`src/hw/rtl/binary_image_rle_framer_macros.svh`:
```
// ---------------------------------------------------------------------------
// Assertion macros for binary_image_rle_framer
// Concurrent assertion shorthands used by the top-level RTL file.
// ---------------------------------------------------------------------------
`ifndef BINARY_IMAGE_RLE_FRAMER_MACROS_SVH
`define BINARY_IMAGE_RLE_FRAMER_MACROS_SVH

// Check a property at every rising clock edge outside reset
`define BIR_ASSERT(label, clk, rst, prop, msg) \
   label: assert property (@(posedge clk) disable iff (rst) (prop)) else $error(msg);

// Check that a condition never holds outside reset
`define BIR_ASSERT_NEVER(label, clk, rst, cond, msg) \
   label: assert property (@(posedge clk) disable iff (rst) !(cond)) else $error(msg);

`endif

```
`src/hw/rtl/bir_pkg.sv`:
```
// ---------------------------------------------------------------------------
// bir_pkg
// Shared constants, types and helpers of the binary image RLE framer.
// ---------------------------------------------------------------------------
package bir_pkg;

   // Header and stream codes
   localparam logic [7:0] HDR_SYNC0 = 8'h7A;
   localparam logic [7:0] HDR_SYNC1 = 8'h21;
   localparam logic [7:0] MARK_BASE = 8'd200;
   localparam logic [7:0] RUN_CAP   = 8'd190;
   localparam logic [5:0] CHUNK_MAX = 6'd55;
   localparam logic [5:0] CHUNK_MIN = 6'd1;

   // Register reset values
   localparam logic [7:0] WIDTH_RST     = 8'd188;
   localparam logic [7:0] HEIGHT_RST    = 8'd120;
   localparam logic [7:0] THRESHOLD_RST = 8'd128;
   localparam logic [5:0] CHUNKS_RST    = 6'd10;

   // Word counts
   localparam logic [2:0] HDR_WORDS = 3'd7;

   // Input item kinds
   localparam logic KIND_FRAME = 1'b0;
   localparam logic KIND_PIXEL = 1'b1;

   // Register map
   typedef enum logic [1:0] {
      REG_FRAME_WIDTH  = 2'd0,
      REG_FRAME_HEIGHT = 2'd1,
      REG_THRESHOLD    = 2'd2,
      REG_CHUNK_TOTAL  = 2'd3
   } reg_index_type;

   // Controller to datapath
   typedef struct packed {
      logic accept;   // item taken this cycle
      logic emit;     // move buffered words into the output register
   } ctrl_cmd_type;

   // Datapath to controller
   typedef struct packed {
      logic pix_has_words;   // current pixel item produces at least one word
      logic emit_final;      // last word of the item is loaded this cycle
      logic div_busy;        // chunk length division running
   } dp_status_type;

   // Bound the chunk count to the supported range
   function automatic logic [5:0] clamp_chunks(input logic [5:0] total);
      logic [5:0] c;
      c = total;
      if (c < CHUNK_MIN) begin
         c = CHUNK_MIN;
      end
      if (c > CHUNK_MAX) begin
         c = CHUNK_MAX;
      end
      return c;
   endfunction

endpackage

```
`src/hw/rtl/bir_req_if.sv`:
```
// ---------------------------------------------------------------------------
// bir_req_if
// Input channel: frame start or grayscale pixel words.
// ---------------------------------------------------------------------------
interface bir_req_if;
   logic       valid;
   logic       ready;
   logic       kind;
   logic [7:0] pixel;

   modport source (output valid, output kind, output pixel, input ready);
   modport sink   (input valid, input kind, input pixel, output ready);
endinterface

```
`src/hw/rtl/bir_rsp_if.sv`:
```
// ---------------------------------------------------------------------------
// bir_rsp_if
// Result channel: one byte of the coded stream per word.
// ---------------------------------------------------------------------------
interface bir_rsp_if;
   logic       valid;
   logic       ready;
   logic [7:0] byte_out;
   logic       last;

   modport source (output valid, output byte_out, output last, input ready);
   modport sink   (input valid, input byte_out, input last, output ready);
endinterface

```
`src/hw/rtl/bir_csr_if.sv`:
```
// ---------------------------------------------------------------------------
// bir_csr_if
// Register write channel: register index and write data.
// ---------------------------------------------------------------------------
interface bir_csr_if;
   logic       valid;
   logic       ready;
   logic [1:0] index;
   logic [7:0] data;

   modport source (output valid, output index, output data, input ready);
   modport sink   (input valid, input index, input data, output ready);
endinterface

```
`src/hw/rtl/bir_div.sv`:
```
// ---------------------------------------------------------------------------
// bir_div
// Restoring divider, one quotient bit per cycle; holds the chunk length.
// ---------------------------------------------------------------------------
module bir_div (
   input  logic        clock,
   input  logic        reset,
   input  logic        start,
   input  logic [15:0] dividend,
   input  logic [5:0]  divisor,
   output logic        busy,
   output logic [15:0] quotient
);

   logic        busy_ff, busy_in;
   logic [3:0]  cnt_ff, cnt_in;
   logic [15:0] dq_ff, dq_in;
   logic [5:0]  rem_ff, rem_in;
   logic [5:0]  dvs_ff, dvs_in;
   logic [6:0]  trial;
   logic        ge;

   // One shift-subtract step
   always_comb begin
      trial   = {rem_ff, dq_ff[15]};
      ge      = (trial >= {1'b0, dvs_ff});
      busy_in = busy_ff;
      cnt_in  = cnt_ff;
      dq_in   = dq_ff;
      rem_in  = rem_ff;
      dvs_in  = dvs_ff;
      if (start) begin
         busy_in = 1'b1;
         cnt_in  = 4'd15;
         dq_in   = dividend;
         rem_in  = 6'd0;
         dvs_in  = divisor;
      end else if (busy_ff) begin
         rem_in = ge ? 6'(trial - {1'b0, dvs_ff}) : trial[5:0];
         dq_in  = {dq_ff[14:0], ge};
         cnt_in = cnt_ff - 4'd1;
         if (cnt_ff == 4'd0) begin
            busy_in = 1'b0;
         end
      end
   end

   always_ff @(posedge clock) begin
      if (reset) begin
         busy_ff <= 1'b0;
         cnt_ff  <= 4'd0;
         dq_ff   <= 16'd0;
      end else begin
         busy_ff <= busy_in;
         cnt_ff  <= cnt_in;
         dq_ff   <= dq_in;
      end
      rem_ff <= rem_in;
      dvs_ff <= dvs_in;
   end

   assign busy     = busy_ff;
   assign quotient = dq_ff;

endmodule

```
`src/hw/rtl/bir_dpath.sv`:
```
// ---------------------------------------------------------------------------
// bir_dpath
// Registers, run and chunk state, word buffer and output register.
// ---------------------------------------------------------------------------
module bir_dpath (
   input  logic                  clock,
   input  logic                  reset,
   input  bir_pkg::ctrl_cmd_type cmd,
   output bir_pkg::dp_status_type stat,
   input  logic                  req_kind,
   input  logic [7:0]            req_pixel,
   input  logic                  csr_valid,
   input  logic [1:0]            csr_index,
   input  logic [7:0]            csr_data,
   output logic                  csr_ready,
   output logic                  rsp_valid,
   output logic [7:0]            rsp_byte_out,
   output logic                  rsp_last,
   input  logic                  rsp_ready
);

   // Registers
   logic [7:0]  width_ff, width_in;
   logic [7:0]  height_ff, height_in;
   logic [7:0]  thresh_ff, thresh_in;
   logic [5:0]  chunks_ff, chunks_in;
   // Coding state
   logic [7:0]  run_ff, run_in;
   logic        prev_white_ff, prev_white_in;
   logic [15:0] pic_ff, pic_in;
   logic [5:0]  idx_ff, idx_in;
   // Word buffer
   logic        hdr_mode_ff, hdr_mode_in;
   logic [2:0]  cnt_ff, cnt_in;
   logic [2:0]  pos_ff, pos_in;
   logic [7:0]  pbuf_ff [3];
   logic [7:0]  pbuf_in [3];
   // Output register
   logic        out_valid_ff, out_valid_in;
   logic [7:0]  out_byte_ff, out_byte_in;
   logic        out_last_ff, out_last_in;

   // Pixel decode
   logic        white, change, chunk_end, cap, has_pair;
   logic [7:0]  run_a, marker, p0, p1;
   logic [15:0] pic_nxt, chunk_len;
   logic [5:0]  idx_nxt, chunks_eff;
   logic        div_start, div_busy;
   logic [15:0] frame_area;
   logic        slot_free, load;
   logic        final_word;
   logic [7:0]  word_sel;

   assign chunks_eff = bir_pkg::clamp_chunks(chunks_ff);
   assign frame_area = {8'd0, width_ff} * {8'd0, height_ff};
   assign div_start  = cmd.accept && (req_kind == bir_pkg::KIND_FRAME);

   bir_div u_div (
      .clock    (clock),
      .reset    (reset),
      .start    (div_start),
      .dividend (frame_area),
      .divisor  (chunks_eff),
      .busy     (div_busy),
      .quotient (chunk_len)
   );

   // Classify pixel and work out the words it causes
   always_comb begin
      white     = (req_pixel > thresh_ff);
      change    = (white != prev_white_ff);
      run_a     = change ? 8'd1 : 8'(run_ff + 8'd1);
      pic_nxt   = 16'(pic_ff + 16'd1);
      chunk_end = (chunk_len != 16'd0) && (pic_nxt == chunk_len);
      idx_nxt   = 6'(idx_ff + 6'd1);
      marker    = 8'(bir_pkg::MARK_BASE + {2'b00, idx_nxt});
      cap       = !chunk_end && (run_a == bir_pkg::RUN_CAP);
      has_pair  = chunk_end || cap;
      p0        = chunk_end ? run_a : bir_pkg::RUN_CAP;
      p1        = chunk_end ? marker : 8'd0;
   end

   // Pick the next word to send
   always_comb begin
      word_sel = 8'd0;
      if (hdr_mode_ff) begin
         unique case (pos_ff)
            3'd0:    word_sel = bir_pkg::HDR_SYNC0;
            3'd1:    word_sel = bir_pkg::HDR_SYNC1;
            3'd2:    word_sel = width_ff;
            3'd3:    word_sel = height_ff;
            3'd4:    word_sel = bir_pkg::HDR_SYNC0;
            3'd5:    word_sel = bir_pkg::HDR_SYNC1;
            default: word_sel = 8'(bir_pkg::MARK_BASE + {2'b00, chunks_eff});
         endcase
      end else begin
         unique case (pos_ff[1:0])
            2'd0:    word_sel = pbuf_ff[0];
            2'd1:    word_sel = pbuf_ff[1];
            default: word_sel = pbuf_ff[2];
         endcase
      end
   end

   assign slot_free  = !out_valid_ff || rsp_ready;
   assign load       = cmd.emit && slot_free;
   assign final_word = (3'(pos_ff + 3'd1) == cnt_ff);

   // Next-state logic
   always_comb begin
      width_in      = width_ff;
      height_in     = height_ff;
      thresh_in     = thresh_ff;
      chunks_in     = chunks_ff;
      run_in        = run_ff;
      prev_white_in = prev_white_ff;
      pic_in        = pic_ff;
      idx_in        = idx_ff;
      hdr_mode_in   = hdr_mode_ff;
      cnt_in        = cnt_ff;
      pos_in        = pos_ff;
      pbuf_in       = pbuf_ff;
      out_valid_in  = out_valid_ff;
      out_byte_in   = out_byte_ff;
      out_last_in   = out_last_ff;

      // Register writes
      if (csr_valid) begin
         unique case (bir_pkg::reg_index_type'(csr_index))
            bir_pkg::REG_FRAME_WIDTH:  width_in  = csr_data;
            bir_pkg::REG_FRAME_HEIGHT: height_in = csr_data;
            bir_pkg::REG_THRESHOLD:    thresh_in = csr_data;
            bir_pkg::REG_CHUNK_TOTAL:  chunks_in = csr_data[5:0];
            default:                   width_in  = width_ff;
         endcase
      end

      // Take an item
      if (cmd.accept) begin
         pos_in = 3'd0;
         if (req_kind == bir_pkg::KIND_FRAME) begin
            hdr_mode_in   = 1'b1;
            cnt_in        = bir_pkg::HDR_WORDS;
            run_in        = 8'd0;
            prev_white_in = 1'b1;
            pic_in        = 16'd0;
            idx_in        = 6'd0;
         end else begin
            hdr_mode_in = 1'b0;
            cnt_in      = {1'b0, has_pair, change};
            pbuf_in[0]  = change ? run_ff : p0;
            pbuf_in[1]  = change ? p0 : p1;
            pbuf_in[2]  = p1;
            if (chunk_end) begin
               idx_in        = idx_nxt;
               run_in        = 8'd0;
               pic_in        = 16'd0;
               prev_white_in = 1'b1;
            end else begin
               run_in        = cap ? 8'd0 : run_a;
               pic_in        = pic_nxt;
               prev_white_in = white;
            end
         end
      end

      // Drain the output register, then refill it from the buffer
      if (rsp_ready) begin
         out_valid_in = 1'b0;
      end
      if (load) begin
         out_valid_in = 1'b1;
         out_byte_in  = word_sel;
         out_last_in  = final_word;
         pos_in       = 3'(pos_ff + 3'd1);
      end
   end

   always_ff @(posedge clock) begin
      if (reset) begin
         width_ff      <= bir_pkg::WIDTH_RST;
         height_ff     <= bir_pkg::HEIGHT_RST;
         thresh_ff     <= bir_pkg::THRESHOLD_RST;
         chunks_ff     <= bir_pkg::CHUNKS_RST;
         run_ff        <= 8'd0;
         prev_white_ff <= 1'b1;
         pic_ff        <= 16'd0;
         idx_ff        <= 6'd0;
         hdr_mode_ff   <= 1'b0;
         cnt_ff        <= 3'd0;
         pos_ff        <= 3'd0;
         out_valid_ff  <= 1'b0;
      end else begin
         width_ff      <= width_in;
         height_ff     <= height_in;
         thresh_ff     <= thresh_in;
         chunks_ff     <= chunks_in;
         run_ff        <= run_in;
         prev_white_ff <= prev_white_in;
         pic_ff        <= pic_in;
         idx_ff        <= idx_in;
         hdr_mode_ff   <= hdr_mode_in;
         cnt_ff        <= cnt_in;
         pos_ff        <= pos_in;
         out_valid_ff  <= out_valid_in;
      end
      pbuf_ff     <= pbuf_in;
      out_byte_ff <= out_byte_in;
      out_last_ff <= out_last_in;
   end

   assign stat.pix_has_words = change || has_pair;
   assign stat.emit_final    = load && final_word;
   assign stat.div_busy      = div_busy;

   assign csr_ready    = 1'b1;
   assign rsp_valid    = out_valid_ff;
   assign rsp_byte_out = out_byte_ff;
   assign rsp_last     = out_last_ff;

endmodule

```
`src/hw/rtl/bir_ctrl.sv`:
```
// ---------------------------------------------------------------------------
// bir_ctrl
// Item sequencer: takes one item, drains its words, waits for the divider if busy.
// ---------------------------------------------------------------------------
module bir_ctrl (
   input  logic                   clock,
   input  logic                   reset,
   input  logic                   req_valid,
   input  logic                   req_kind,
   output logic                   req_ready,
   input  bir_pkg::dp_status_type stat,
   output bir_pkg::ctrl_cmd_type  cmd
);

   typedef enum logic [1:0] {
      ST_IDLE,
      ST_EMIT,
      ST_DIV
   } state_type;

   state_type state_ff, state_in;
   logic      ready_ff, ready_in;
   logic      emit_ff, emit_in;
   logic      accept;

   assign accept = ready_ff && req_valid;

   // Next state
   always_comb begin
      state_in = state_ff;
      unique case (state_ff)
         ST_IDLE: begin
            if (accept) begin
               if (req_kind == bir_pkg::KIND_FRAME || stat.pix_has_words) begin
                  state_in = ST_EMIT;
               end
            end
         end
         ST_EMIT: begin
            if (stat.emit_final) begin
               state_in = stat.div_busy ? ST_DIV : ST_IDLE;
            end
         end
         ST_DIV: begin
            if (!stat.div_busy) begin
               state_in = ST_IDLE;
            end
         end
         default: state_in = ST_IDLE;
      endcase
      ready_in = (state_in == ST_IDLE);
      emit_in  = (state_in == ST_EMIT);
   end

   // Hold state and registered strobes
   always_ff @(posedge clock) begin
      if (reset) begin
         state_ff <= ST_IDLE;
         ready_ff <= 1'b1;
         emit_ff  <= 1'b0;
      end else begin
         state_ff <= state_in;
         ready_ff <= ready_in;
         emit_ff  <= emit_in;
      end
   end

   assign req_ready  = ready_ff;
   assign cmd.accept = accept;
   assign cmd.emit   = emit_ff;

endmodule

```
`src/hw/rtl/binary_image_rle_framer.sv`:
```
// ---------------------------------------------------------------------------
// binary_image_rle_framer
// Thresholds grayscale pixels and sends run-length coded frames as bytes.
// Usage:
//   req_bus carries one word per item: kind 0 starts a frame, kind 1 is a
//   pixel in raster order. rsp_bus returns the coded bytes, with last set on
//   the final byte caused by an item. csr_bus writes the four registers
//   (width, height, threshold, chunk count); it is always ready and must be
//   written only while no item is in flight.
//   Flow: an item is taken, then each byte it causes is loaded into the
//   output register in turn, waiting while rsp_bus stalls; req_bus.ready
//   stays low until the last byte is loaded, but a pixel that causes no
//   byte leaves it high. A frame start sends 7 header bytes and holds
//   req_bus.ready low until the chunk length divider is done. The first byte
//   goes through the registered emit strobe and then the output register.
//   The last byte of an item may still wait there while the next is taken.
//   When rsp_bus stalls, bytes hold in the output register; nothing is lost.
//   Reset (synchronous, active high) restores register defaults, clears
//   run and chunk state and sets chunk length to zero until a frame start.
// ---------------------------------------------------------------------------
`include "binary_image_rle_framer_macros.svh"

module binary_image_rle_framer (
   input logic        clock,
   input logic        reset,
   bir_req_if.sink    req_bus,
   bir_rsp_if.source  rsp_bus,
   bir_csr_if.sink    csr_bus
);

   bir_pkg::ctrl_cmd_type  cmd;
   bir_pkg::dp_status_type stat;
   logic                   frame_taken;
   logic                   dividing;

   bir_ctrl u_ctrl (
      .clock     (clock),
      .reset     (reset),
      .req_valid (req_bus.valid),
      .req_kind  (req_bus.kind),
      .req_ready (req_bus.ready),
      .stat      (stat),
      .cmd       (cmd)
   );

   bir_dpath u_dpath (
      .clock        (clock),
      .reset        (reset),
      .cmd          (cmd),
      .stat         (stat),
      .req_kind     (req_bus.kind),
      .req_pixel    (req_bus.pixel),
      .csr_valid    (csr_bus.valid),
      .csr_index    (csr_bus.index),
      .csr_data     (csr_bus.data),
      .csr_ready    (csr_bus.ready),
      .rsp_valid    (rsp_bus.valid),
      .rsp_byte_out (rsp_bus.byte_out),
      .rsp_last     (rsp_bus.last),
      .rsp_ready    (rsp_bus.ready)
   );

   // Checks
   assign frame_taken = cmd.accept && (req_bus.kind == bir_pkg::KIND_FRAME);
   assign dividing    = stat.div_busy;

   `BIR_ASSERT_NEVER(a_ready_div, clock, reset, req_bus.ready && dividing, "ready while dividing")
   `BIR_ASSERT(a_frame_starts_div, clock, reset, frame_taken |=> dividing, "divider not started")
   `BIR_ASSERT(a_frame_blocks, clock, reset, frame_taken |=> !req_bus.ready, "input not held")
   `BIR_ASSERT_NEVER(a_emit_ready, clock, reset, cmd.emit && req_bus.ready, "emit while ready")

endmodule

```
`src/flat_wrapper.sv`:
```
// flat-port wrapper written by rule: the top's interface ports become plain ports
module binary_image_rle_framer_flat 
  (clock, reset, req_bus_valid, req_bus_kind, req_bus_pixel, req_bus_ready, rsp_bus_valid, rsp_bus_byte_out, rsp_bus_last, rsp_bus_ready, csr_bus_valid, csr_bus_index, csr_bus_data, csr_bus_ready);
  bir_req_if req_bus_i ();
  bir_rsp_if rsp_bus_i ();
  bir_csr_if csr_bus_i ();
  input logic clock;
  input logic reset;
  input wire logic [$bits(req_bus_i.valid)-1:0] req_bus_valid;
  input wire logic [$bits(req_bus_i.kind)-1:0] req_bus_kind;
  input wire logic [$bits(req_bus_i.pixel)-1:0] req_bus_pixel;
  output wire logic [$bits(req_bus_i.ready)-1:0] req_bus_ready;
  output wire logic [$bits(rsp_bus_i.valid)-1:0] rsp_bus_valid;
  output wire logic [$bits(rsp_bus_i.byte_out)-1:0] rsp_bus_byte_out;
  output wire logic [$bits(rsp_bus_i.last)-1:0] rsp_bus_last;
  input wire logic [$bits(rsp_bus_i.ready)-1:0] rsp_bus_ready;
  input wire logic [$bits(csr_bus_i.valid)-1:0] csr_bus_valid;
  input wire logic [$bits(csr_bus_i.index)-1:0] csr_bus_index;
  input wire logic [$bits(csr_bus_i.data)-1:0] csr_bus_data;
  output wire logic [$bits(csr_bus_i.ready)-1:0] csr_bus_ready;
  assign req_bus_i.valid = req_bus_valid;
  assign req_bus_i.kind = req_bus_kind;
  assign req_bus_i.pixel = req_bus_pixel;
  assign req_bus_ready = req_bus_i.ready;
  assign rsp_bus_valid = rsp_bus_i.valid;
  assign rsp_bus_byte_out = rsp_bus_i.byte_out;
  assign rsp_bus_last = rsp_bus_i.last;
  assign rsp_bus_i.ready = rsp_bus_ready;
  assign csr_bus_i.valid = csr_bus_valid;
  assign csr_bus_i.index = csr_bus_index;
  assign csr_bus_i.data = csr_bus_data;
  assign csr_bus_ready = csr_bus_i.ready;
  binary_image_rle_framer u_core (.clock(clock), .reset(reset), .req_bus(req_bus_i), .rsp_bus(rsp_bus_i), .csr_bus(csr_bus_i));
endmodule
```
`config.mk`:
```
export PLATFORM = sky130hd
export DESIGN_NAME = binary_image_rle_framer_flat
export DESIGN_NICKNAME = d
export VERILOG_FILES = /design/src/hw/rtl/bir_pkg.sv /design/src/hw/rtl/bir_req_if.sv /design/src/hw/rtl/bir_rsp_if.sv /design/src/hw/rtl/bir_csr_if.sv /design/src/hw/rtl/bir_div.sv /design/src/hw/rtl/bir_dpath.sv /design/src/hw/rtl/bir_ctrl.sv /design/src/hw/rtl/binary_image_rle_framer.sv /design/src/flat_wrapper.sv
export VERILOG_INCLUDE_DIRS = /design/src /design/src/hw/rtl
export SDC_FILE = /design/constraint.sdc
export NUM_CORES = 1
export LEC_CHECK = 0
export ABC_AREA = 1
export CELL_PAD_IN_SITES_DETAIL_PLACEMENT = 0
export CELL_PAD_IN_SITES_GLOBAL_PLACEMENT = 1
export CORE_AREA = 10 10 152 154
export DETAILED_ROUTE_END_ITERATION = 10
export DIE_AREA = 0 0 162 164
export DONT_BUFFER_PORTS = 1
export PLACE_DENSITY = 0.75
export SLEW_MARGIN = 0
export SYNTH_ARGS = -nofsm -noshare
export SYNTH_HDL_FRONTEND = slang
export SYNTH_SLANG_ARGS = --single-unit
export TNS_END_PERCENT = 20
```
`constraint.sdc`:
```
create_clock -name clock -period 13.7 [get_ports clock]
set_input_delay 2.055 -clock clock [delete_from_list [all_inputs] [get_ports clock]]
set_output_delay 2.055 -clock clock [all_outputs]
set_load 0.03 [all_outputs]
```
# Word-level counts from Yosys, hierarchy flattened
# Cells that the tools add are included.
# totals
input_bits	24
elab_cells	125
output_inout_bits	12
ff_bits	139
# op_classes
eq_ne	17
n_mul	1
reduce_logical	30
n_bitwise	1
mux	39
add_sub_neg	8
n_lt_le_gt_ge	4
# op_table
operator	n
two-way mux 8 bit	9
two-way mux 16 bit	4
one-hot mux 8 bit (4 select lines)	1
two-way mux 6 bit	5
adder 16 x 1 -> 16 bit (second input constant)	1
adder 7 x 7 -> 8 bit (first input constant)	2
equality test 16 bit	1
multiplier 8 x 8 -> 16 bit	1
one-hot mux 8 bit (2 select lines)	1
nonzero test 16 bit	1
AND reduction 2 bit	6
two-way mux 2 bit	5
two-way mux 3 bit	3
adder 8 x 1 -> 8 bit (second input constant)	1
equality test 2 x 1 -> 1 bit (second input constant)	4
equality test 8 bit (second input constant)	1
greater-than comparator 8 bit	1
logical NOT 2 bit	4
two-way mux 1 bit	8
two-way mux 4 bit	2
greater-or-equal comparator 7 x 6 -> 1 bit	1
adder 6 x 1 -> 6 bit (second input constant)	1
equality test 2 bit (second input constant)	3
equality test 3 x 2 -> 1 bit (second input constant)	2
other kinds (19)	32

# Depth between registers and ports, before layout
# Gate-level depths: netlist of run 1.
# logic_depth
depth_word	12
ltp_mapped	24
ltp_nobuf	23

# Modules after synthesis
# Synthesis of run 1 repeated with hierarchy kept, for this count alone.
# hier_totals
hier_cells	1348
area_unflattened_um2	9857.0
# modules_own_cells
module	instances	seq_area_each_um2	area_per_inst_um2	cells_each
bir_dpath	1	2352.3	7871.3	1075
bir_div	1	720.7	1808.0	248
bir_ctrl	1	80.1	177.7	25

# Least setup slack after synthesis of run 1
# Ideal clock, no wire load.
# synth_timing
path_type	register to register
start	register u_core.u_dpath.width_ff[0]
end	register u_core.u_dpath.u_div.dq_ff[13] (netlist: u_core.u_dpath.u_div.quotient[13])
required_ps	13566
path_slack_ps	9396
arrival_time_ps	4170
period_less_slack_ps	4304
stages_incl_launch_ff	19
cell_sequence	dfxtp_1 > clkbuf_1 > nand2_1 > fa_1 > fa_1 > inv_1 > fa_1 > inv_1 > fa_1 > inv_1 > ha_1 > nand2_1 > nand2_1 > a21oi_1 > o21ai_0 > a21boi_0 > or2_2 > nand3_1 > a21oi_1
# synth_between
elab_chain_len	2
# synth_lines
item	line_no	text
start, declared	bir_dpath.sv:23	logic [7:0] width_ff, width_in;
start signal, assigned	bir_dpath.sv:181	width_ff <= bir_pkg::WIDTH_RST;
start signal, assigned	bir_dpath.sv:194	width_ff <= width_in;
multiplier 8 x 8 -> 16 bit	bir_dpath.sv:55	assign frame_area = {8'd0, width_ff} * {8'd0, height_ff};
two-way mux 16 bit	bir_div.sv:32	if (start) begin
end signal, assigned	bir_div.sv:56	dq_ff <= dq_in;
end, declared	bir_div.sv:17	logic [15:0] dq_ff, dq_in;
# Every way passes these cells.
# A chain may end at the register's enable or synchronous reset.

# Final worst setup path of run 1
# layout_timing
start	register u_core.u_dpath.height_ff[6]
end	register u_core.u_dpath.u_div.dq_ff[13] (netlist: u_core.u_dpath.u_div.quotient[13])
# layout_between
elab_chain_len	2
# layout_lines
item	line_no	text
start, declared	bir_dpath.sv:24	logic [7:0] height_ff, height_in;
start signal, assigned	bir_dpath.sv:182	height_ff <= bir_pkg::HEIGHT_RST;
start signal, assigned	bir_dpath.sv:195	height_ff <= height_in;
multiplier 8 x 8 -> 16 bit	bir_dpath.sv:55	
two-way mux 16 bit	bir_div.sv:32	
# Every way passes these cells.

==> results_dict.tcl, run 1 <==
set metrics [dict create \
    synthCells 1261 \
    post-route-period-util 0.3341 \
    grt_pass1_wl_um 39850 \
    irDropWorstVdd_mv 0.09939 \
    p_clk_frac 0.324 \
    std_cell_rows 52 \
    routedWlPerCell_um 15.60 \
    whs_endpoint "u_core.u_dpath.u_div.rem_ff[5]$_SDFFE_PP0P_" \
    placed_area_mm2 0.009600 \
    setup_viol 0 \
    drc 0 \
    detail-route-antenna-nets 0 \
    r2r_start "u_core.u_dpath.height_ff[6]$_SDFFE_PP1P_" \
    clk-insertion-delay-late_ns 0.43 \
    grt_overflow_total 0 \
    drive_above_1_share 0.05351 \
    async_reset_ff_frac 0 \
    ys_warn_count 0 \
    crit_arrival_ns 4.89 \
    drt_iter0_markers 631 \
    syn_area_mm2 0.009415 \
    holdPathStages 2 \
    ys_seq_area_frac 0.3349 \
    max_freq_mhz 218.4 \
    drv_cap 0 \
    regToRegSetupSlack_ns 9.12 \
    crit_type "reg -> reg" \
    rsz0062_at_grt "false" \
    dp_hpwl_um 17620 \
    synth.distinct_cells 53 \
    synth-main-ff-cell "dfxtp_1" \
    cts_tree "done" \
    ios 36 \
    p_int_mw 0.9366 \
    fill_cells 2030 \
    finClkSkew_ns 0.009850 \
    grt_pass1_vias 7694 \
    final_core_util 0.5093 \
    cp_common_cell "fa_1" \
    layout.nets 1363 \
    port_buffers 0 \
    hold_path_startpoint "u_core.u_dpath.u_div.rem_ff[5]$_SDFFE_PP0P_" \
    rr_endpoint "u_core.u_dpath.u_div.quotient[13]$_SDFFE_PP0P_" \
    place_congestion 0.8566 \
    via_per_inst 5.113 \
    vias 7782 \
    cts-root-buf "clkbuf_16" \
    routed_wl_um 23740 \
    initial_utilization 0.4698 \
    cts_resized 0 \
    synth_nets 1385 \
    cts-buffers-inserted 17 \
    worst_ep_required_time_ns 14.01 \
    combPwrFrac 0.336 \
    worst_hold_path_type "reg -> reg" \
    cpPeakStageDelay_ns 0.56 \
    fin_tns_setup_ns 0 \
    cts_sinks 138 \
    clk_path_buf_depth 2 \
    final_cell_mix "nand2_1 (307), inv_1 (229), dfxtp_1 (99)" \
    switching_share 0.3701 \
    hold_violations 0 \
    grt_max_degree 55 \
    final-max-slew-violation-count 0 \
    maxSlewHeadroom 0.2453 \
    grtUsageTotal 0.1862 \
    final_area_mm2 0.01021 \
    cp_max_fo 10 \
    pwr-share-seq 0.340 \
    p_sw_mw 0.5504 \
    holdBufCountCts 0 \
    dp_cells 1490 \
    die-area_mm2 0.02657 \
    yosys_register_bits 138 \
    worst_pin_slew_ns 1.128 \
    drt-pass1-iter-count 5 \
    power_mw 1.487 \
    power_density_mw_per_mm2 145.7 \
    num_antenna_cells 0 \
    postCtsSetupBuffers 0 \
    stdcell_count 1522 \
    avgSynthCellArea_um2 7.467 \
    status "complete, no violations" \
    core_mm2 0.02004 \
    reg2reg_depth 17 \
    final_common_cell "nand2_1" \
    slowest_stage "fa_1" \
    htree_levels 4 \
    die-height_um 164 \
    area_growth_pct 8.398 \
    antenna_found_initial 0 \
    worstPathCellList "nand2_1 -> fa_1 -> fa_1 -> inv_1 -> fa_1 -> inv_1 -> fa_1 -> inv_1 -> ha_1 -> nand2_1 -> nand2_1 -> a21oi_1 -> o21ai_0 -> a21boi_0 -> or2_2 -> nand3_1 -> a21oi_1" \
    critPathCaptureType "flip-flop" \
    synth-edff-count 39 \
    cts.reportedPaths.clkPinSlew_ns 0.06 \
    p_leak_nw 4.808 \
    cp-start-kind "flip-flop" \
    die_w_um 162 \
    period_minus_slack_ns 4.578 \
]
state kept, by name, indices dropped and copies added, names as in the netlist, 8 cells and up:
| signal | cells |
|---|---|
| u_core.u_dpath.height_ff | 8 |
| u_core.u_dpath.pbuf_ff | 24 |
| u_core.u_dpath.pic_ff | 16 |
| u_core.u_dpath.rsp_byte_out | 8 |
| u_core.u_dpath.run_ff | 8 |
| u_core.u_dpath.thresh_ff | 8 |
| u_core.u_dpath.u_div.quotient | 16 |
| u_core.u_dpath.width_ff | 8 |
through the flow:
step	setup WS (ns)	hold slack [ns]
6_report	9.122	0.4602
3_3_place_gp	9.146	0.4373
5_1_grt	8.816	0.4788
3_5_place_dp	9.146	0.4520
2_1_floorplan	9.396	0.4209
4_1_cts	9.163	0.4611
critical path: cells and delay by family (launching register included):
family / cells / cell delay (ns)
adder cells (fa/ha/maj): 5 / 2.46
AO/OA/AOI/OAI: 4 / 0.70
AND/OR/NAND/NOR: 5 / 0.61
flip-flops: 1 / 0.54
buffers and inverters: 3 / 0.15
cell families after synthesis:
kind of cell               share of synthesized area
DFF                                           0.3349
xor gates and xnor gates                     0.02379
muxes                                       0.001063
adders and majority gates                     0.1624
other                                      0.0003983
and+or+nand+nor                               0.2425
buffers and inverters                         0.1143
AOI/OAI and AO/OA                             0.1207
per-layer routing:
| layer | vias up | GRT usage | part of all wire |
|---|---|---|---|
| met5 | - | 0 | 0 |
| met4 | 0 | 0.05624 | 0.016 |
| met3 | 21 | 0.03730 | 0.039 |
| met2 | 122 | 0.3128 | 0.48 |
| met1 | 3639 | 0.2367 | 0.47 |
| li1 | 4000 | - | - |
how the worst max path moves through the flow:
stage	slack, ns	startpoint	end
floorplan	9.40	u_core.u_dpath.width_ff[0]$_SDFFE_PP0P_	u_core.u_dpath.u_div.quotient[13]$_SDFFE_PP0P_
global placement	9.15	req_bus_valid	u_core.u_dpath.u_div.quotient[12]$_SDFFE_PP0P_
detailed placement	9.15	req_bus_valid	u_core.u_dpath.u_div.quotient[12]$_SDFFE_PP0P_
CTS	9.16	u_core.u_dpath.height_ff[6]$_SDFFE_PP1P_	u_core.u_dpath.u_div.quotient[13]$_SDFFE_PP0P_
global route	8.82	u_core.u_dpath.height_ff[6]$_SDFFE_PP1P_	u_core.u_dpath.u_div.quotient[13]$_SDFFE_PP0P_
finish	9.12	u_core.u_dpath.height_ff[6]$_SDFFE_PP1P_	u_core.u_dpath.u_div.quotient[13]$_SDFFE_PP0P_
power by group through the flow:
stage | Sequential [mW] | Combinational (mW) | Clock (mW)
2_1_floorplan | 0.497 | 0.391 | 0
3_3_place_gp | 0.515 | 0.499 | 0
3_5_place_dp | 0.514 | 0.498 | 0
4_1_cts | 0.506 | 0.504 | 0.489
5_1_grt | 0.511 | 0.582 | 0.508
6_report | 0.506 | 0.499 | 0.482
synth_stat cells, types with 2 or more instances:
cell type / number / share of area
a211oi_1: 2 / 0.0016
a21boi_0: 3 / 0.0024
a21oi_1: 90 / 0.048
a221oi_1: 8 / 0.0074
a22o_1: 4 / 0.0037
a31oi_1: 8 / 0.0053
buf_1: 3 / 0.0012
buf_2: 2 / 0.0011
buf_6: 3 / 0.0036
clkbuf_1: 38 / 0.015
clkinv_1: 3 / 0.0012
dfxtp_1: 99 / 0.21
edfxtp_1: 39 / 0.12
fa_1: 37 / 0.079
ha_1: 63 / 0.084
inv_1: 229 / 0.091
nand2_1: 307 / 0.12
nand2_2: 4 / 0.0027
nand3_1: 68 / 0.036
nand3_2: 3 / 0.0032
nand3b_1: 9 / 0.0072
nand4_1: 23 / 0.015
nor2_1: 70 / 0.028
nor2_2: 3 / 0.0020
nor2_4: 8 / 0.0096
nor3_1: 12 / 0.0064
o211ai_1: 4 / 0.0032
o21ai_0: 55 / 0.029
o21bai_1: 3 / 0.0024
o221ai_1: 3 / 0.0028
o22ai_1: 8 / 0.0053
o31ai_1: 2 / 0.0016
or2_2: 7 / 0.0047
xnor2_1: 11 / 0.010
xor2_1: 12 / 0.011
layout make-up:
type / count / area [µm²] / area share
Sequential cell: 138 / 3153 / 0.3089
Clock inverter: 11 / 133.9 / 0.01312
Inverter: 232 / 870.8 / 0.08533
Tap cell: 270 / 337.8 / 0.03310
Timing Repair Buffer: 6 / 45.04 / 0.004413
Clock buffer: 21 / 471.7 / 0.04622
Multi-Input combinational cell: 844 / 5194 / 0.5089
Power figures use the tool's default switching activity.
==> inputs of run 2 (changes only) <==
--- a/config.mk
+++ b/config.mk
@@ -9,11 +9,11 @@
 export ABC_AREA = 1
 export CELL_PAD_IN_SITES_DETAIL_PLACEMENT = 0
 export CELL_PAD_IN_SITES_GLOBAL_PLACEMENT = 1
-export CORE_AREA = 10 10 152 154
+export CORE_AREA = 10 10 158 160
 export DETAILED_ROUTE_END_ITERATION = 10
-export DIE_AREA = 0 0 162 164
+export DIE_AREA = 0 0 168 170
 export DONT_BUFFER_PORTS = 1
-export PLACE_DENSITY = 0.75
+export PLACE_DENSITY = 0.73
 export SLEW_MARGIN = 0
 export SYNTH_ARGS = -nofsm -noshare
 export SYNTH_HDL_FRONTEND = slang
==> constraint.sdc (replaced) <==
create_clock -name clock -period 4 [get_ports clock]
set_input_delay 0.6 -clock clock [delete_from_list [all_inputs] [get_ports clock]]
set_output_delay 0.6 -clock clock [all_outputs]
set_load 0.03 [all_outputs]
==> run 2 against run 1 <==
Non-clock buffer count rose by 52. Cell area grew 6.0%. Critical path type unchanged. Combinational power grew to 4.4 times the previous value. Worst setup slack worse by 9.0 ns. Clock power rose to 3.3 times the previous value. Via count rose by 2.1%. First-iteration DRC count is 22% lower. Fmax rose by 19%. Cell count rose by 4.1%.
==> results_dict.tcl, run 2 (synthesized netlist as in run 1, its figures left out) <==
set metrics [dict create \
    die-height_um 170 \
    dp_hpwl_um 18090 \
    cp-start-kind "flip-flop" \
    crit_type "reg -> reg" \
    reg2reg_depth 16 \
    clk-insertion-delay-late_ns 0.43 \
    cts.reportedPaths.clkPinSlew_ns 0.07 \
    multi_input_area_mm2 0.005393 \
    switching_share 0.3760 \
    power_density_mw_per_mm2 510.6 \
    cts-buffers-inserted 17 \
    p_leak_nw 5.029 \
    holdPathStages 1 \
    status "complete, no violations" \
    irDropWorstVdd_mv 0.4401 \
    combPwrFrac 0.401 \
    htree_levels 4 \
    routedWlPerCell_um 15.11 \
    critPathCaptureType "flip-flop" \
    setup_viol 0 \
    p_clk_frac 0.288 \
    final_common_cell "nand2_1" \
    routed_wl_um 23930 \
    port_buffers 0 \
    drt-pass1-iter-count 5 \
    crit_arrival_ns 4.16 \
    cp_num_cells 16 \
    largest_reg_flops 24 \
    p_sw_mw 2.077 \
    grtUsageTotal 0.1695 \
    detail-route-antenna-nets 0 \
    cp_common_cell "fa_1" \
    area_growth_pct 14.92 \
    cts_sinks 138 \
    power_mw 5.524 \
    slowest_stage "fa_1" \
    final-max-slew-violation-count 0 \
    drc 0 \
    cts_tree "done" \
    grt_max_degree 55 \
    worst_hold_path_type "in -> reg" \
    core_mm2 0.02169 \
    num_antenna_cells 0 \
    drt_iter0_markers 490 \
    pwr-share-seq 0.310 \
    p_int_mw 3.447 \
    clk_path_buf_depth 2 \
    std_cell_rows 54 \
    via_per_inst 5.018 \
    stdcell_count 1584 \
    die_w_um 168 \
    dp_cells 1541 \
    area.sequential_mm2 0.003186 \
    cpPeakStageDelay_ns 0.56 \
    hold_violations 0 \
    ios 36 \
    post-route-period-util 0.9623 \
    maxSlewHeadroom 0.3907 \
    max_freq_mhz 259.8 \
    drive_above_1_share 0.1342 \
    finClkSkew_ns 0.01133 \
    place_congestion 0.8630 \
    rsz0062_at_grt "true" \
    antenna_found_initial 0 \
    cpLargestDelayFamily "adder cells" \
    period_minus_slack_ns 3.849 \
    cts-root-buf "clkbuf_16" \
    path_buf_inv 4 \
    worst_ep_required_time_ns 4.31 \
    largest_register "u_core.u_dpath.pbuf_ff" \
    worstPathCellList "buf_4 -> nand2_1 -> inv_1 -> fa_1 -> fa_1 -> fa_1 -> inv_1 -> fa_1 -> inv_1 -> ha_4 -> nand2_1 -> o21ai_4 -> a21boi_2 -> or2_2 -> nand3_1 -> a21oi_1" \
    worst_pin_slew_ns 0.9070 \
    layout.nets 1415 \
    fill_cells 2156 \
    cp_max_fo 5 \
    final_cell_mix "nand2_1 (302), inv_1 (222), dfxtp_1 (87)" \
    initial_utilization 0.4341 \
    die-area_mm2 0.02856 \
    vias 7948 \
    grt_pass1_vias 7932 \
    drv_cap 0 \
    grt_pass1_wl_um 39710 \
    grt_overflow_total 0 \
]
-- run 2: changes by cell type in the layout (fill, tap and decap cells not counted), sizes merged --
cell	before	now
buf	6	58
bufinv	2	1
clkbuf	21	19
clkinv	6	5
clkinvlp	1	4
inv	234	235
-- run 2: cell type report --
cell class	count	area share
tap	280	0.03238
clock buffer	19	0.04197
clock inverter	13	0.01214
multi-input combinational	844	0.4984
inverter	232	0.08048
timing repair buffer	58	0.04024
sequential	138	0.2944
-- run 2: worst paths after layout --
check                                                    to                                         from  slack, ns
max          u_core.u_dpath.u_div.quotient[12]$_SDFFE_PP0P_     u_core.u_dpath.height_ff[3]$_SDFFE_PP1P_       0.15
min                   u_core.u_dpath.pic_ff[3]$_SDFFE_PP0P_                                        reset       0.24
max reg2reg  u_core.u_dpath.u_div.quotient[12]$_SDFFE_PP0P_     u_core.u_dpath.height_ff[3]$_SDFFE_PP1P_       0.15
min reg2reg     u_core.u_dpath.u_div.rem_ff[5]$_SDFFE_PP0P_  u_core.u_dpath.u_div.rem_ff[5]$_SDFFE_PP0P_       0.45
-- run 2: what timing repair did --
| item | 4_1_cts | 5_1_grt |
|---|---|---|
| pin swaps | 3 | 35 |
| endpoints found under the setup margin | 5 | 8 |
| gates resized for setup | 17 | 47 |
| hold buffers | 0 | 0 |
| setup buffers | 2 | 9 |
-- run 2: worst reg2reg max path: cells and delay by family (launching register included) --
family                   cells  cell delay (ns)
buffers and inverters        4             0.32
adder cells (fa/ha/maj)      5             2.31
flip-flops                   1             0.36
AND/OR/NAND/NOR              4             0.47
AO/OA/AOI/OAI                3             0.30
-- run 2: power groups by stage --
stage / Sequential (mW) / Combinational [mW] / Clock (mW)
after floorplan: 1.70 / 1.39 / 0
after global placement: 1.75 / 1.91 / 0
after detailed placement: 1.75 / 1.93 / 0
after CTS: 1.72 / 1.96 / 1.62
after global routing: 1.73 / 2.52 / 1.69
final: 1.72 / 2.22 / 1.59
-- run 2: metal layers --
layer  routed length [µm]  track usage
met5                    0            0
met4                  335      0.04996
met3                  845      0.03087
met2                11450       0.2923
met1                11290       0.2110
-- run 2: through the flow --
stage               setup WS, ns  area, µm²  utilization  hold WS, ns  setup TNS, ns
floorplan                0.02778       9499            -       0.4209              0
global placement        -0.05514       9956       0.4590       0.4386        -0.1470
detailed placement       -0.1072       9956       0.4590       0.4428        -0.3661
CTS                     0.001230      10580       0.4879       0.2184              0
global route            -0.02923      10820       0.4989       0.2243       -0.08551
finish                    0.1508      10820       0.4989       0.2422              0
